==> src/ggle_pkg.sv <==
// shared types and constants for the gray / gaussian / laplacian edge mask unit
// no dependencies
package ggle_pkg;

  localparam int CFG_IDX_W  = 3;
  localparam int CFG_DATA_W = 12;

  localparam logic [CFG_IDX_W-1:0] REG_FRAME_WIDTH    = 3'd0;
  localparam logic [CFG_IDX_W-1:0] REG_FRAME_HEIGHT   = 3'd1;
  localparam logic [CFG_IDX_W-1:0] REG_WEIGHT_RED     = 3'd2;
  localparam logic [CFG_IDX_W-1:0] REG_WEIGHT_GREEN   = 3'd3;
  localparam logic [CFG_IDX_W-1:0] REG_WEIGHT_BLUE    = 3'd4;
  localparam logic [CFG_IDX_W-1:0] REG_EDGE_THRESHOLD = 3'd5;

  localparam int MIN_SIZE       = 5;
  localparam int WIDTH_RESET    = 640;
  localparam int HEIGHT_RESET   = 480;
  localparam logic [10:0] WEIGHT_RED_RESET   = 11'd306;
  localparam logic [10:0] WEIGHT_GREEN_RESET = 11'd601;
  localparam logic [10:0] WEIGHT_BLUE_RESET  = 11'd117;
  localparam logic signed [10:0] THRESHOLD_RESET = 11'sd3;

  typedef logic [10:0] weight_t;
  typedef logic signed [10:0] thr_t;

  typedef struct packed {
    logic [7:0] blue;
    logic [7:0] green;
    logic [7:0] red;
    logic       flush;
  } pix_t;

  typedef struct packed {
    logic       edge_res;
    logic [7:0] smoothed;
    logic       last_of_frame;
  } res_t;

  // per-item control flags carried down the pipeline
  typedef struct packed {
    logic smask;     // smoothed position lies inside the two-pixel border
    logic out_vld;   // item produces a result
    logic out_last;  // result is the frame's final pixel
    logic inner;     // result position lies inside the one-pixel border
    logic cmask;     // result centre lies inside the two-pixel border
  } tag_t;

  // one column of the smoothed 3x3 window, r0 is the newest row
  typedef struct packed {
    logic [7:0] r0;
    logic [7:0] r1;
    logic [7:0] r2;
  } scol_t;

endpackage

==> src/ggle_pos.sv <==
// raster position counters for the gray, smoothed and result streams
// depends on ggle_pkg
module ggle_pos #(
  parameter int MAX_WIDTH  = 2048,
  parameter int MAX_HEIGHT = 2048
) (
  input  logic                              clk,
  input  logic                              rst,
  input  logic                              acc,
  input  logic                              restart,
  input  logic [$clog2(MAX_WIDTH+1)-1:0]    w,
  input  logic [$clog2(MAX_HEIGHT+1)-1:0]   h,
  output logic [$clog2(MAX_WIDTH)-1:0]      gx,
  output logic [$clog2(MAX_WIDTH)-1:0]      sx,
  output ggle_pkg::tag_t                    tag
);
  import ggle_pkg::*;

  localparam int CW = $clog2(MAX_WIDTH);
  localparam int WW = $clog2(MAX_WIDTH+1);
  localparam int RW = $clog2(MAX_HEIGHT+4) + 1;
  localparam logic signed [RW-1:0] ONE      = RW'(1);
  localparam logic signed [RW-1:0] SROW0    = RW'(-3);
  localparam logic signed [RW-1:0] PROW0    = RW'(-4);

  logic [WW-1:0] gxr, sxr, pxr;
  logic signed [RW-1:0] gyr, syr, pyr;
  logic fresh;

  logic [WW-1:0] gx_c, sx_c, px_c, gx_next, sx_next, px_next;
  logic signed [RW-1:0] gy_c, sy_c, py_c, gy_next, sy_next, py_next;
  logic signed [RW-1:0] hs;

  assign hs = $signed(RW'(h));

  // fresh marks the first item of a frame, positions then start behind by the lag
  always_comb begin
    gx_c = fresh ? '0 : gxr;
    gy_c = fresh ? '0 : gyr;
    sx_c = fresh ? w - WW'(2) : sxr;
    sy_c = fresh ? SROW0 : syr;
    px_c = fresh ? w - WW'(3) : pxr;
    py_c = fresh ? PROW0 : pyr;
  end

  always_comb begin
    if (gx_c == w - WW'(1)) begin
      gx_next = '0;
      gy_next = gy_c + ONE;
    end else begin
      gx_next = gx_c + WW'(1);
      gy_next = gy_c;
    end
    if (sx_c == w - WW'(1)) begin
      sx_next = '0;
      sy_next = sy_c + ONE;
    end else begin
      sx_next = sx_c + WW'(1);
      sy_next = sy_c;
    end
    if (px_c == w - WW'(1)) begin
      px_next = '0;
      py_next = py_c + ONE;
    end else begin
      px_next = px_c + WW'(1);
      py_next = py_c;
    end
  end

  always_comb begin
    tag.smask    = (sx_c >= WW'(2)) && (sx_c <= w - WW'(3)) &&
                   (sy_c >= RW'(2)) && (sy_c <= hs - RW'(3));
    tag.out_vld  = !py_c[RW-1];
    tag.out_last = (px_c == w - WW'(1)) && (py_c == hs - ONE);
    tag.inner    = (px_c >= WW'(1)) && (px_c <= w - WW'(2)) &&
                   (py_c >= ONE) && (py_c <= hs - RW'(2));
    tag.cmask    = (px_c >= WW'(2)) && (px_c <= w - WW'(3)) &&
                   (py_c >= RW'(2)) && (py_c <= hs - RW'(3));
  end

  assign gx = gx_c[CW-1:0];
  assign sx = sx_c[CW-1:0];

  always_ff @(posedge clk) begin
    if (rst || restart) begin
      fresh <= 1'b1;
    end else if (acc) begin
      fresh <= tag.out_last;
      gxr <= gx_next;
      gyr <= gy_next;
      sxr <= sx_next;
      syr <= sy_next;
      pxr <= px_next;
      pyr <= py_next;
    end
  end

endmodule

==> config.mk <==
export PLATFORM = sky130hd
export DESIGN_NAME = ggle_pos
export DESIGN_NICKNAME = d
export VERILOG_FILES = /design/src/ggle_pkg.sv /design/src/ggle_pos.sv
export SDC_FILE = /design/constraint.sdc
export NUM_CORES = 1
export LEC_CHECK = 0
export BUFFER_PORTS_ARGS = -buffer_cell sky130_fd_sc_hd__buf_4
export CORE_ASPECT_RATIO = 1.25
export CORE_MARGIN = 10
export CORE_UTILIZATION = 60
export DETAILED_ROUTE_END_ITERATION = 7
export PLACE_DENSITY = 0.89
export SKIP_CTS_REPAIR_TIMING = 1
export SLEW_MARGIN = 25
export SYNTH_ARGS = -nofsm -noshare
export SYNTH_HDL_FRONTEND = slang
export SYNTH_SLANG_ARGS = --single-unit
export TNS_END_PERCENT = 10
==> constraint.sdc <==
create_clock -name clk -period 10.28 [get_ports clk]
set_input_delay 2.056 -clock clk [delete_from_list [all_inputs] [get_ports clk]]
set_output_delay 2.056 -clock clk [all_outputs]
set_load 0.03 [all_outputs]
==> summary.md, run 1 <==
| Metric | Value |
|---|---|
| Min Tclk post-route | 7.84 ns |
| Reg2reg end | syr[1]$_DFFE_PP_ |
| Hold Path Class | register to register |
| Max_cap viols | 0 |
| Max Slew Vio Count | 0 |
| Nets | 1057 |
| Top post-synthesis cells by area | edfxtp_1 24%, ha_1 16%, xnor2_1 11% |
| Clk pwr share | 0.331 |
| First-pass GRT wire length | 34.7 mm |
| 1st-iter DRT viols | 803 |
| Root Buffer | clkbuf_16 |
| Die width | 121 um |
| Commonest non-fill, non-tap cell in the layout | nor2_1 |
| CTS max path bufs | 2 |
| Critical path class | primary input to primary output |
| Setup tns final | 0 ns |
| Cell chain of the critical path | buf_4 -> inv_1 -> ha_1 -> nor3b_1 -> xnor2_1 -> a21oi_1 -> ha_1 -> a21o_1 -> a21o_1 -> a21oi_1 -> nor2_1 -> a2111oi_0 -> o2111ai_1 -> a41oi_1 -> buf_4 |
| Num rows | 46 |
| N_diodes | 0 |
| Fillers | 1034 |
| Final hold viol count | 0 |
| Die Y | 147 um |
| Post-synth top flop | edfxtp_1 |
| Htree depth | 3 |
| Crit path arrival time | 5.79 ns |
| PortBufs | 54 |
| Antenna violations before repair | 0 |
| Status | complete, no violations |
| Final core utilization | 0.662 |
| Total track usage | 0.239 |
| Critical-path top delay cell | nor3b_1 |
| Critical path fanouts, max | 16 |
| Sw frac | 0.338 |
| Hold slack | 0.645 ns |
| Worst slew pin tran | 1.02 ns |
| Area of the die | 17800 um^2 |
| FF-to-FF setup slack | 5.32 ns |
| Remaining antenna violation count | 0 |
| Synthesized cell area | 7700 um^2 |
| NetSw | 0.281 mW |
| Flop pwr share | 0.358 |
| Most frequent cells in the layout | 100 x nor2_1, 96 x xnor2_1, 96 x ha_1, 62 x edfxtp_1, 59 x nand2_1 |
| DRC | 0 |
| Layout cells sized above 1 | 0.114 |
| Synth Register Bits | 63 |
| Final Cycle Share | 0.763 |
| CP endpoint kind | primary output |
| Register area | 1880 um^2 |
| Average size of a mapped cell | 8.44 um^2 |
| End of the critical path | tag[4] |
| Comb pwr share | 0.311 |
| Largest net degree at the start of global routing | 63 |
| Final-report setup violation count | 0 |
| Crit-path max cell delay | 0.62 ns |
| Pleak | 3.11 nW |
| CORE AREA | 12700 um^2 |
| IO Count | 55 |
| Gr ovfl total | 0 |
| Seq/Total Area, Yosys | 0.244 |
| Worst Setup SP | w[2] |
| VDD IR-drop max | 0.0774 mV |
| Max frequency | 128 MHz |
| TritonRoute pass-1 iters | 5 |
| Starting Density | 0.608 |
| Via density per instance | 6.32 |
| Via Count | 6985 |
| Synth warn | 0 |
| Routed WL per cell | 19.9 um |
| Rel. slew slack | 0.322 |
| Clock sink total | 63 |
| Distinct cell type count after synthesis | 69 |
| Total CTS buffers | 9 |
| Reg2reg start | fresh$_SDFFE_PP1P_ |
| R2R cell count | 8 |
| Int Power | 0.551 mW |
| Hpwl dp | 16.8 mm |
| Area Overhead vs Synth | 8.79% |
| Area share of the largest cell type after synthesis | 0.242 |
| Vias in the first global route | 6969 |
| EDFF count, synth | 62 |
| Worst-Skew Late Latency | 0.34 ns |
| Ys async rst share | 0 |
| RSZ-0062 raised after global routing | no |
| Clk_skew | 0.00523 ns |
| Power Dens Cells | 99.3 nW/um^2 |
| Synth area leader | edfxtp_1 |
| CP Launch Type | primary input |
| RD Place Congestion | 0.976 |
| TritonCTS clock tree | built |
| Clock-pin slew on the worst setup and hold paths | 0.05 ns |
| Syn Inst Count | 912 |
| CP Data Required Time | 8.22 ns |
| Multi-input logic area | 5450 um^2 |
| Syn nets | 1036 |
| Total Wirelength | 22.0 mm |
## power by group through the flow
stage / sequential [mW] / clock (mW) / combinational [mW]
after floorplan: 0.300 / 0 / 0.186
after global placement: 0.303 / 0 / 0.247
after detailed placement: 0.303 / 0 / 0.253
after CTS: 0.298 / 0.274 / 0.255
after global routing: 0.298 / 0.285 / 0.285
final: 0.298 / 0.275 / 0.259
## cell families (layout without fill, tap and decap cells)
kind of cell,count (synthesis),after routing,synth area share
compound gates,137,137,0.115
xor+xnor,147,147,0.169
fa+ha+maj,96,96,0.156
buf+inv,87,112,0.0486
flops,63,63,0.244
mux,8,8,0.0109
simple gates,374,374,0.256
## how the worst min path moves through the flow
stage | from | to | slack, ns | depth (start not counted)
6_report | syr[12]$_DFFE_PP_ | syr[12]$_DFFE_PP_ | 0.64 | 2
5_1_grt | syr[12]$_DFFE_PP_ | syr[12]$_DFFE_PP_ | 0.66 | 2
4_1_cts | syr[12]$_DFFE_PP_ | syr[12]$_DFFE_PP_ | 0.65 | 2
3_5_place_dp | syr[12]$_DFFE_PP_ | syr[12]$_DFFE_PP_ | 0.63 | 2
3_3_place_gp | syr[12]$_DFFE_PP_ | syr[12]$_DFFE_PP_ | 0.62 | 2
2_1_floorplan | syr[12]$_DFFE_PP_ | syr[12]$_DFFE_PP_ | 0.59 | 2
## sequential cells by signal (all words and copies together), names as in the netlist
register	flops
sxr	12
gxr	12
pyr	13
fresh	1
pxr	12
syr	13
## stage by stage
stage	std cells	setup slack (ns)	cell area, um^2	total power [mW]
after global placement	1090	2.59	8120	0.549
after detailed placement	1090	2.50	8120	0.556
after global routing	1105	2.01	8380	0.868
after CTS	1105	2.50	8370	0.827
final	1105	2.44	8380	0.832
after floorplan	912	2.44	7700	0.485
## Yosys cell counts (4+ instances only)
master,instances
nor3b_1,5
or4_1,6
nand2b_1,11
o22ai_1,4
buf_1,4
xor2_1,49
a21oi_1,45
inv_1,39
ha_1,96
nand3_1,31
and3_1,15
nor2b_1,33
nor4_1,13
nor3_1,25
o31ai_1,4
mux2i_1,5
and2_1,5
nand3b_1,4
a31oi_1,9
o21ai_0,26
or2_2,15
xnor2_1,96
or3_1,5
nand4_1,25
nor2_1,100
edfxtp_1,62
nand2_1,59
nor4b_1,5
clkbuf_1,22
o2111ai_1,6
a21o_1,16
buf_2,17
## layer usage
layer,track usage,vias up,wire (um)
met5,0,-,0
met4,0.136,0,1070
met3,0.0455,82,1690
met2,0.417,367,11000
met1,0.264,3253,8200
li1,-,3283,-
## area by class of cell
type | count | area share
Inverter | 40 | 0.0179
Sequential cell | 63 | 0.225
Tap cell | 168 | 0.0251
Clock buffer | 10 | 0.0273
Clock inverter | 5 | 0.00314
Timing Repair Buffer | 57 | 0.0511
Multi-Input combinational cell | 762 | 0.651
## critical path, delay by kind of cell
family | cells | cell delay, ns
AO/OA/AOI/OAI | 7 | 1.72
AND/OR/NAND/NOR | 2 | 0.67
XOR/XNOR | 1 | 0.22
buffers and inverters | 3 | 0.47
adder cells (fa/ha/maj) | 2 | 0.64
(Power assumes the default switching activity.)
==> inputs of run 2 (changes only) <==
CORE_UTILIZATION = 57   (was 60)
clock period = 6.4 ns   (was 10.28 ns; I/O delays follow)
==> summary.md, run 2 (same netlist as run 1, synthesis figures left out) <==
| Metric | Value |
|---|---|
| CP endpoint kind | primary output |
| Hpwl dp | 17.0 mm (+1.4%) |
| Area of the die | 18600 um^2 (+4.5%) |
| Setup tns final | 0 ns (unchanged) |
| Routed WL per cell | 19.6 um (-1.2%) |
| CORE AREA | 13200 um^2 (+4.5%) |
| Pleak | 3.22 nW (+3.7%) |
| Layout cells sized above 1 | 0.130 (+0.0161) |
| TritonCTS clock tree | built |
| CP Data Required Time | 5.12 ns (-3.10 ns) |
| TritonRoute pass-1 iters | 7 (+2) |
| Via Count | 7167 (+2.6%) |
| Int Power | 1.02 mW (+86%) |
| Worst-Skew Late Latency | 0.35 ns (about the same) |
| Critical path class | primary input to primary output |
| Vias in the first global route | 7005 (+0.52%) |
| Area Overhead vs Synth | 11.5% |
| Root Buffer | clkbuf_16 |
| Clk_skew | 0.00992 ns (+0.00469 ns) |
| Worst slew pin tran | 0.998 ns (-0.0191 ns) |
| CP Launch Type | primary input |
| Crit path arrival time | 4.77 ns (-1.02 ns) |
| RSZ-0062 raised after global routing | no |
| 1st-iter DRT viols | 607 (-24%) |
| First-pass GRT wire length | 35.2 mm (+1.5%) |
| Gr ovfl total | 0 (unchanged) |
| Num rows | 47 (+2.2%) |
| CTS max path bufs | 2 (unchanged) |
| Final hold viol count | 0 (unchanged) |
| DRC | 0 (unchanged) |
| Total Wirelength | 22.1 mm (+0.38%) |
| NetSw | 0.473 mW (+68%) |
| Power Dens Cells | 174 nW/um^2 (+75%) |
| Rel. slew slack | 0.328 (+0.00661) |
| Total track usage | 0.238 (-0.00193) |
| Remaining antenna violation count | 0 (unchanged) |
| IO Count | 55 (unchanged) |
| Final instance area | 8580 um^2 (+2.5%) |
| Htree depth | 3 (unchanged) |
| Flop pwr share | 0.319 (-0.039) |
| Total CTS buffers | 9 (unchanged) |
| Clk pwr share | 0.396 (+0.065) |
| Antenna violations before repair | 0 (unchanged) |
| Min Tclk post-route | 6.05 ns |
| Clock sink total | 63 (unchanged) |
| Area post-placement | 8230 um^2 (+1.3%) |
| Clock-pin slew on the worst setup and hold paths | 0.06 ns (about the same) |
| Comb pwr share | 0.285 (-0.026) |
| Die Y | 150 um (+2.2%) |
| Hold Path Class | register to register |
| Via density per instance | 6.38 (+0.96%) |
| Largest net degree at the start of global routing | 63 (unchanged) |
| PortBufs | 54 (unchanged) |
| Final Cycle Share | 0.945 |
| Nets | 1071 (+1.3%) |
| Commonest non-fill, non-tap cell in the layout | nor2_1 |
| Max Slew Vio Count | 0 (unchanged) |
| Status | complete, no violations |
| RD Place Congestion | 1.02 (+4.6%) |
| Top flop regs | pyr: 13 flops, syr: 13 flops |
| Max frequency | 165 MHz |
| Die width | 124 um (+2.2%) |
| Critical path fanouts, max | 16 (unchanged) |
| Final-report setup violation count | 0 (unchanged) |
| Starting Density | 0.582 (-0.0262) |
| N_diodes | 0 (unchanged) |
| Max_cap viols | 0 (unchanged) |
| Most frequent cells in the layout | 100 x nor2_1, 96 x xnor2_1, 96 x ha_1, 71 x buf_4, 62 x edfxtp_1 |
| Sw frac | 0.316 (-0.0216) |
| VDD IR-drop max | 0.137 mV (+77%) |
[run 2: through the flow]
stage | hold WS (ns) | total power [mW] | instances | worst slack (ns) | util
final | 0.666 | 1.50 | 1123 | 0.353 | 0.649
after global routing | 0.711 | 1.56 | 1123 | 0.0752 | 0.649
after CTS | 0.669 | 1.49 | 1123 | 0.327 | 0.648
after detailed placement | 0.620 | 0.902 | 1107 | 0.415 | 0.622
after global placement | 0.621 | 0.892 | 1107 | 0.493 | 0.622
after floorplan | 0.593 | 0.779 | 912 | 0.111 | -
[run 2: layout make-up]
class,instances,area (um^2)
timing repair buffer,71,533
sequential,63,1880
multi-input combinational,762,5450
fill,1088,4650
clock buffer,9,225
clock inverter,7,128
inverter,40,150
tap,171,214
[run 2: routing by layer]
| metal | part of all wire | up-vias | wire length, um | GRT usage |
|---|---|---|---|---|
| met5 | 0 | - | 0 | 0 |
| met4 | 0.058 | 0 | 1270 | 0.143 |
| met3 | 0.071 | 106 | 1560 | 0.0554 |
| met2 | 0.50 | 352 | 11100 | 0.412 |
| met1 | 0.37 | 3382 | 8150 | 0.254 |
| li1 | - | 3327 | - | - |
[run 2: power by group through the flow]
stage	Combinational, mW	Sequential (mW)	Clock [mW]
2_1_floorplan	0.298	0.481	0
3_3_place_gp	0.406	0.486	0
3_5_place_dp	0.416	0.486	0
4_1_cts	0.419	0.477	0.593
5_1_grt	0.468	0.478	0.610
6_report	0.426	0.478	0.592
[run 2: worst max-delay path, stage by stage]
cell       delay, ns
buf_4           0.20
inv_1           0.09
ha_1            0.24
a2111oi_2       0.50
xnor2_1         0.25
a21oi_1         0.46
ha_1            0.34
a21o_1          0.18
a21o_1          0.17
a21oi_1         0.14
o221ai_1        0.12
o21ai_0         0.08
o311ai_0        0.22
a31oi_1         0.29
buf_4           0.21
[run 2: final timing paths]
kind	from	to	slack [ns]	cells after the start
max	w[2]	tag[0]	0.35	15
min	syr[12]$_DFFE_PP_	syr[12]$_DFFE_PP_	0.67	2
max reg2reg	fresh$_SDFFE_PP1P_	pyr[8]$_DFFE_PP_	2.05	9
min reg2reg	syr[12]$_DFFE_PP_	syr[12]$_DFFE_PP_	0.67	2
==> inputs of run 3 (changes only) <==
PLACE_DENSITY = 0.8   (was 0.89)
REMOVE_ABC_BUFFERS = 1   (was default)
==> summary.md, run 3 (same netlist as run 1, synthesis figures left out) <==
| Metric | Value |
|---|---|
| Nets | 1072 (+0.093%) |
| Critical path fanouts, max | 16 (unchanged) |
| Critical path class | primary input to primary output |
| Final Cycle Share | 0.948 (+0.00282) |
| Setup tns final | 0 ns (unchanged) |
| Largest net degree at the start of global routing | 63 (unchanged) |
| CORE AREA | 13200 um^2 (unchanged) |
| 1st-iter DRT viols | 634 (+4.4%) |
| Total Wirelength | 21.5 mm (-2.8%) |
| Crit path arrival time | 4.78 ns (about the same) |
| TritonCTS clock tree | built |
| CP Data Required Time | 5.12 ns (about the same) |
| Total CTS buffers | 9 (unchanged) |
| Final-report setup violation count | 0 (unchanged) |
| Max Slew Vio Count | 0 (unchanged) |
| CP endpoint kind | primary output |
| Root Buffer | clkbuf_16 |
| Clk_skew | 0.00892 ns (-0.00100 ns) |
| Top flop regs | pyr: 13 flops, syr: 13 flops |
| Hold Path Class | register to register |
| Area of the die | 18600 um^2 (unchanged) |
| Pre-CTS setup slack | 0.398 ns (-0.0168 ns) |
| CP Launch Type | primary input |
| Min Tclk post-route | 6.06 ns (+0.0180 ns) |
| DRC | 0 (unchanged) |
| Total track usage | 0.234 (-0.00346) |
| Max_cap viols | 0 (unchanged) |
| Via density per instance | 6.09 (-4.6%) |
| Status | complete, no violations |
| Final hold viol count | 0 (unchanged) |
| Most frequent cells in the layout | 100 x nor2_1, 96 x xnor2_1, 96 x ha_1, 72 x buf_4, 62 x edfxtp_1 |
| Worst-Skew Late Latency | 0.34 ns (about the same) |
| First-pass GRT wire length | 34.4 mm (-2.2%) |
| Final core utilization | 0.644 (-0.00501) |
| Worst hold path startpoint | pyr[6]$_DFFE_PP_ |
| Area Overhead vs Synth | 10.6% |
| Max frequency | 165 MHz (-0.30%) |
| Layout cells sized above 1 | 0.130 (-0.000137) |
| Htree depth | 3 (unchanged) |
| Clock-pin slew on the worst setup and hold paths | 0.06 ns (about the same) |
| Commonest non-fill, non-tap cell in the layout | nor2_1 |
| VDD IR-drop max | 0.117 mV (-14%) |
| PortBufs | 54 (unchanged) |
| Worst slew pin tran | 1.01 ns (+0.0119 ns) |
| Setup ws final | 0.335 ns (-0.0180 ns) |
| Hold Path Stages | 2 (unchanged) |
| Area post-placement | 8230 um^2 (about the same) |
| Clock sink total | 63 (unchanged) |
| Gr ovfl total | 0 (unchanged) |
| RSZ-0062 raised after global routing | no |
| Final instance area | 8520 um^2 (-0.77%) |
| Vias in the first global route | 6822 (-2.6%) |
| Antenna violations before repair | 0 (unchanged) |
| IO Count | 55 (unchanged) |
| Power Dens Cells | 162 nW/um^2 (-7.2%) |
| Die width | 124 um (unchanged) |
| RD Place Congestion | 0.984 (-3.6%) |
| Reg2reg start | fresh$_SDFFE_PP1P_ |
| Reg2reg end | pyr[7]$_DFFE_PP_ |
| Pleak | 3.19 nW (-1.1%) |
| Rel. slew slack | 0.326 (-0.00183) |
| Starting Density | 0.582 (unchanged) |
| R2R cell count | 10 (+1) |
| Hpwl dp | 16.9 mm (-0.83%) |
| TritonRoute pass-1 iters | 6 (-1) |
| CTS max path bufs | 2 (unchanged) |
| N_diodes | 0 (unchanged) |
| Routed WL per cell | 19.1 um (-2.9%) |
| Via Count | 6845 (-4.5%) |
| FF-to-FF setup slack | 2.17 ns (+0.12 ns) |
| Hold endpoint | pyr[6]$_DFFE_PP_ |
| Remaining antenna violation count | 0 (unchanged) |
| Num rows | 47 (unchanged) |
| Fillers | 1159 (+6.5%) |
| Die Y | 150 um (unchanged) |
[run 3: worst max-delay path by stage]
stage                     startpoint     end  depth (start not counted)
after floorplan                 w[1]  tag[4]                         13
after CTS                       w[2]  tag[4]                         14
final                           w[2]  tag[4]                         14
after global placement          w[2]  tag[0]                         16
after detailed placement        w[2]  tag[4]                         14
after global routing            w[2]  tag[4]                         14
[run 3: worst max-delay path, stage by stage]
cell and delay (ns):
buf_4 0.18, inv_1 0.09, ha_1 0.30, nor3b_1 0.62, nand2_1 0.14, xor2_1 0.32, a21oi_1 0.16, ha_1 0.38
a21o_1 0.16, a21o_1 0.17, a2111oi_0 0.44, o2111ai_1 0.15, a41oi_1 0.20, buf_4 0.19
[run 3: cell type report]
type | count | area, um^2 | share of cell area
clock buffers | 11 | 253 | 0.0297
clock inverters | 5 | 32.5 | 0.00382
inverters | 40 | 150 | 0.0176
multi-input cells | 762 | 5450 | 0.639
flip-flops and latches | 63 | 1880 | 0.221
well taps | 171 | 214 | 0.0251
repair buffers | 72 | 541 | 0.0635
[run 3: power by group]
part	switching, mW	internal [mW]
Clock	0.194	0.282
Combinational	0.252	0.171
Sequential	0.0112	0.468
Total	0.458	0.921
[run 3: metrics by stage]
stage                     hold slack [ns]  power (mW)  cells
final                               0.644        1.38   1124
after global placement              0.616       0.896   1108
after global routing                0.670        1.44   1124
after floorplan                     0.593       0.761    865
after detailed placement            0.629       0.904   1108
after CTS                           0.643        1.38   1124
[run 3: layer usage]
metal  vias up  share of wire  global-route usage
li1       3316              -                   -
met1      3182           0.38               0.268
met2       272           0.49               0.398
met3        75          0.060              0.0358
met4         0          0.061               0.142
met5         -              0                   0
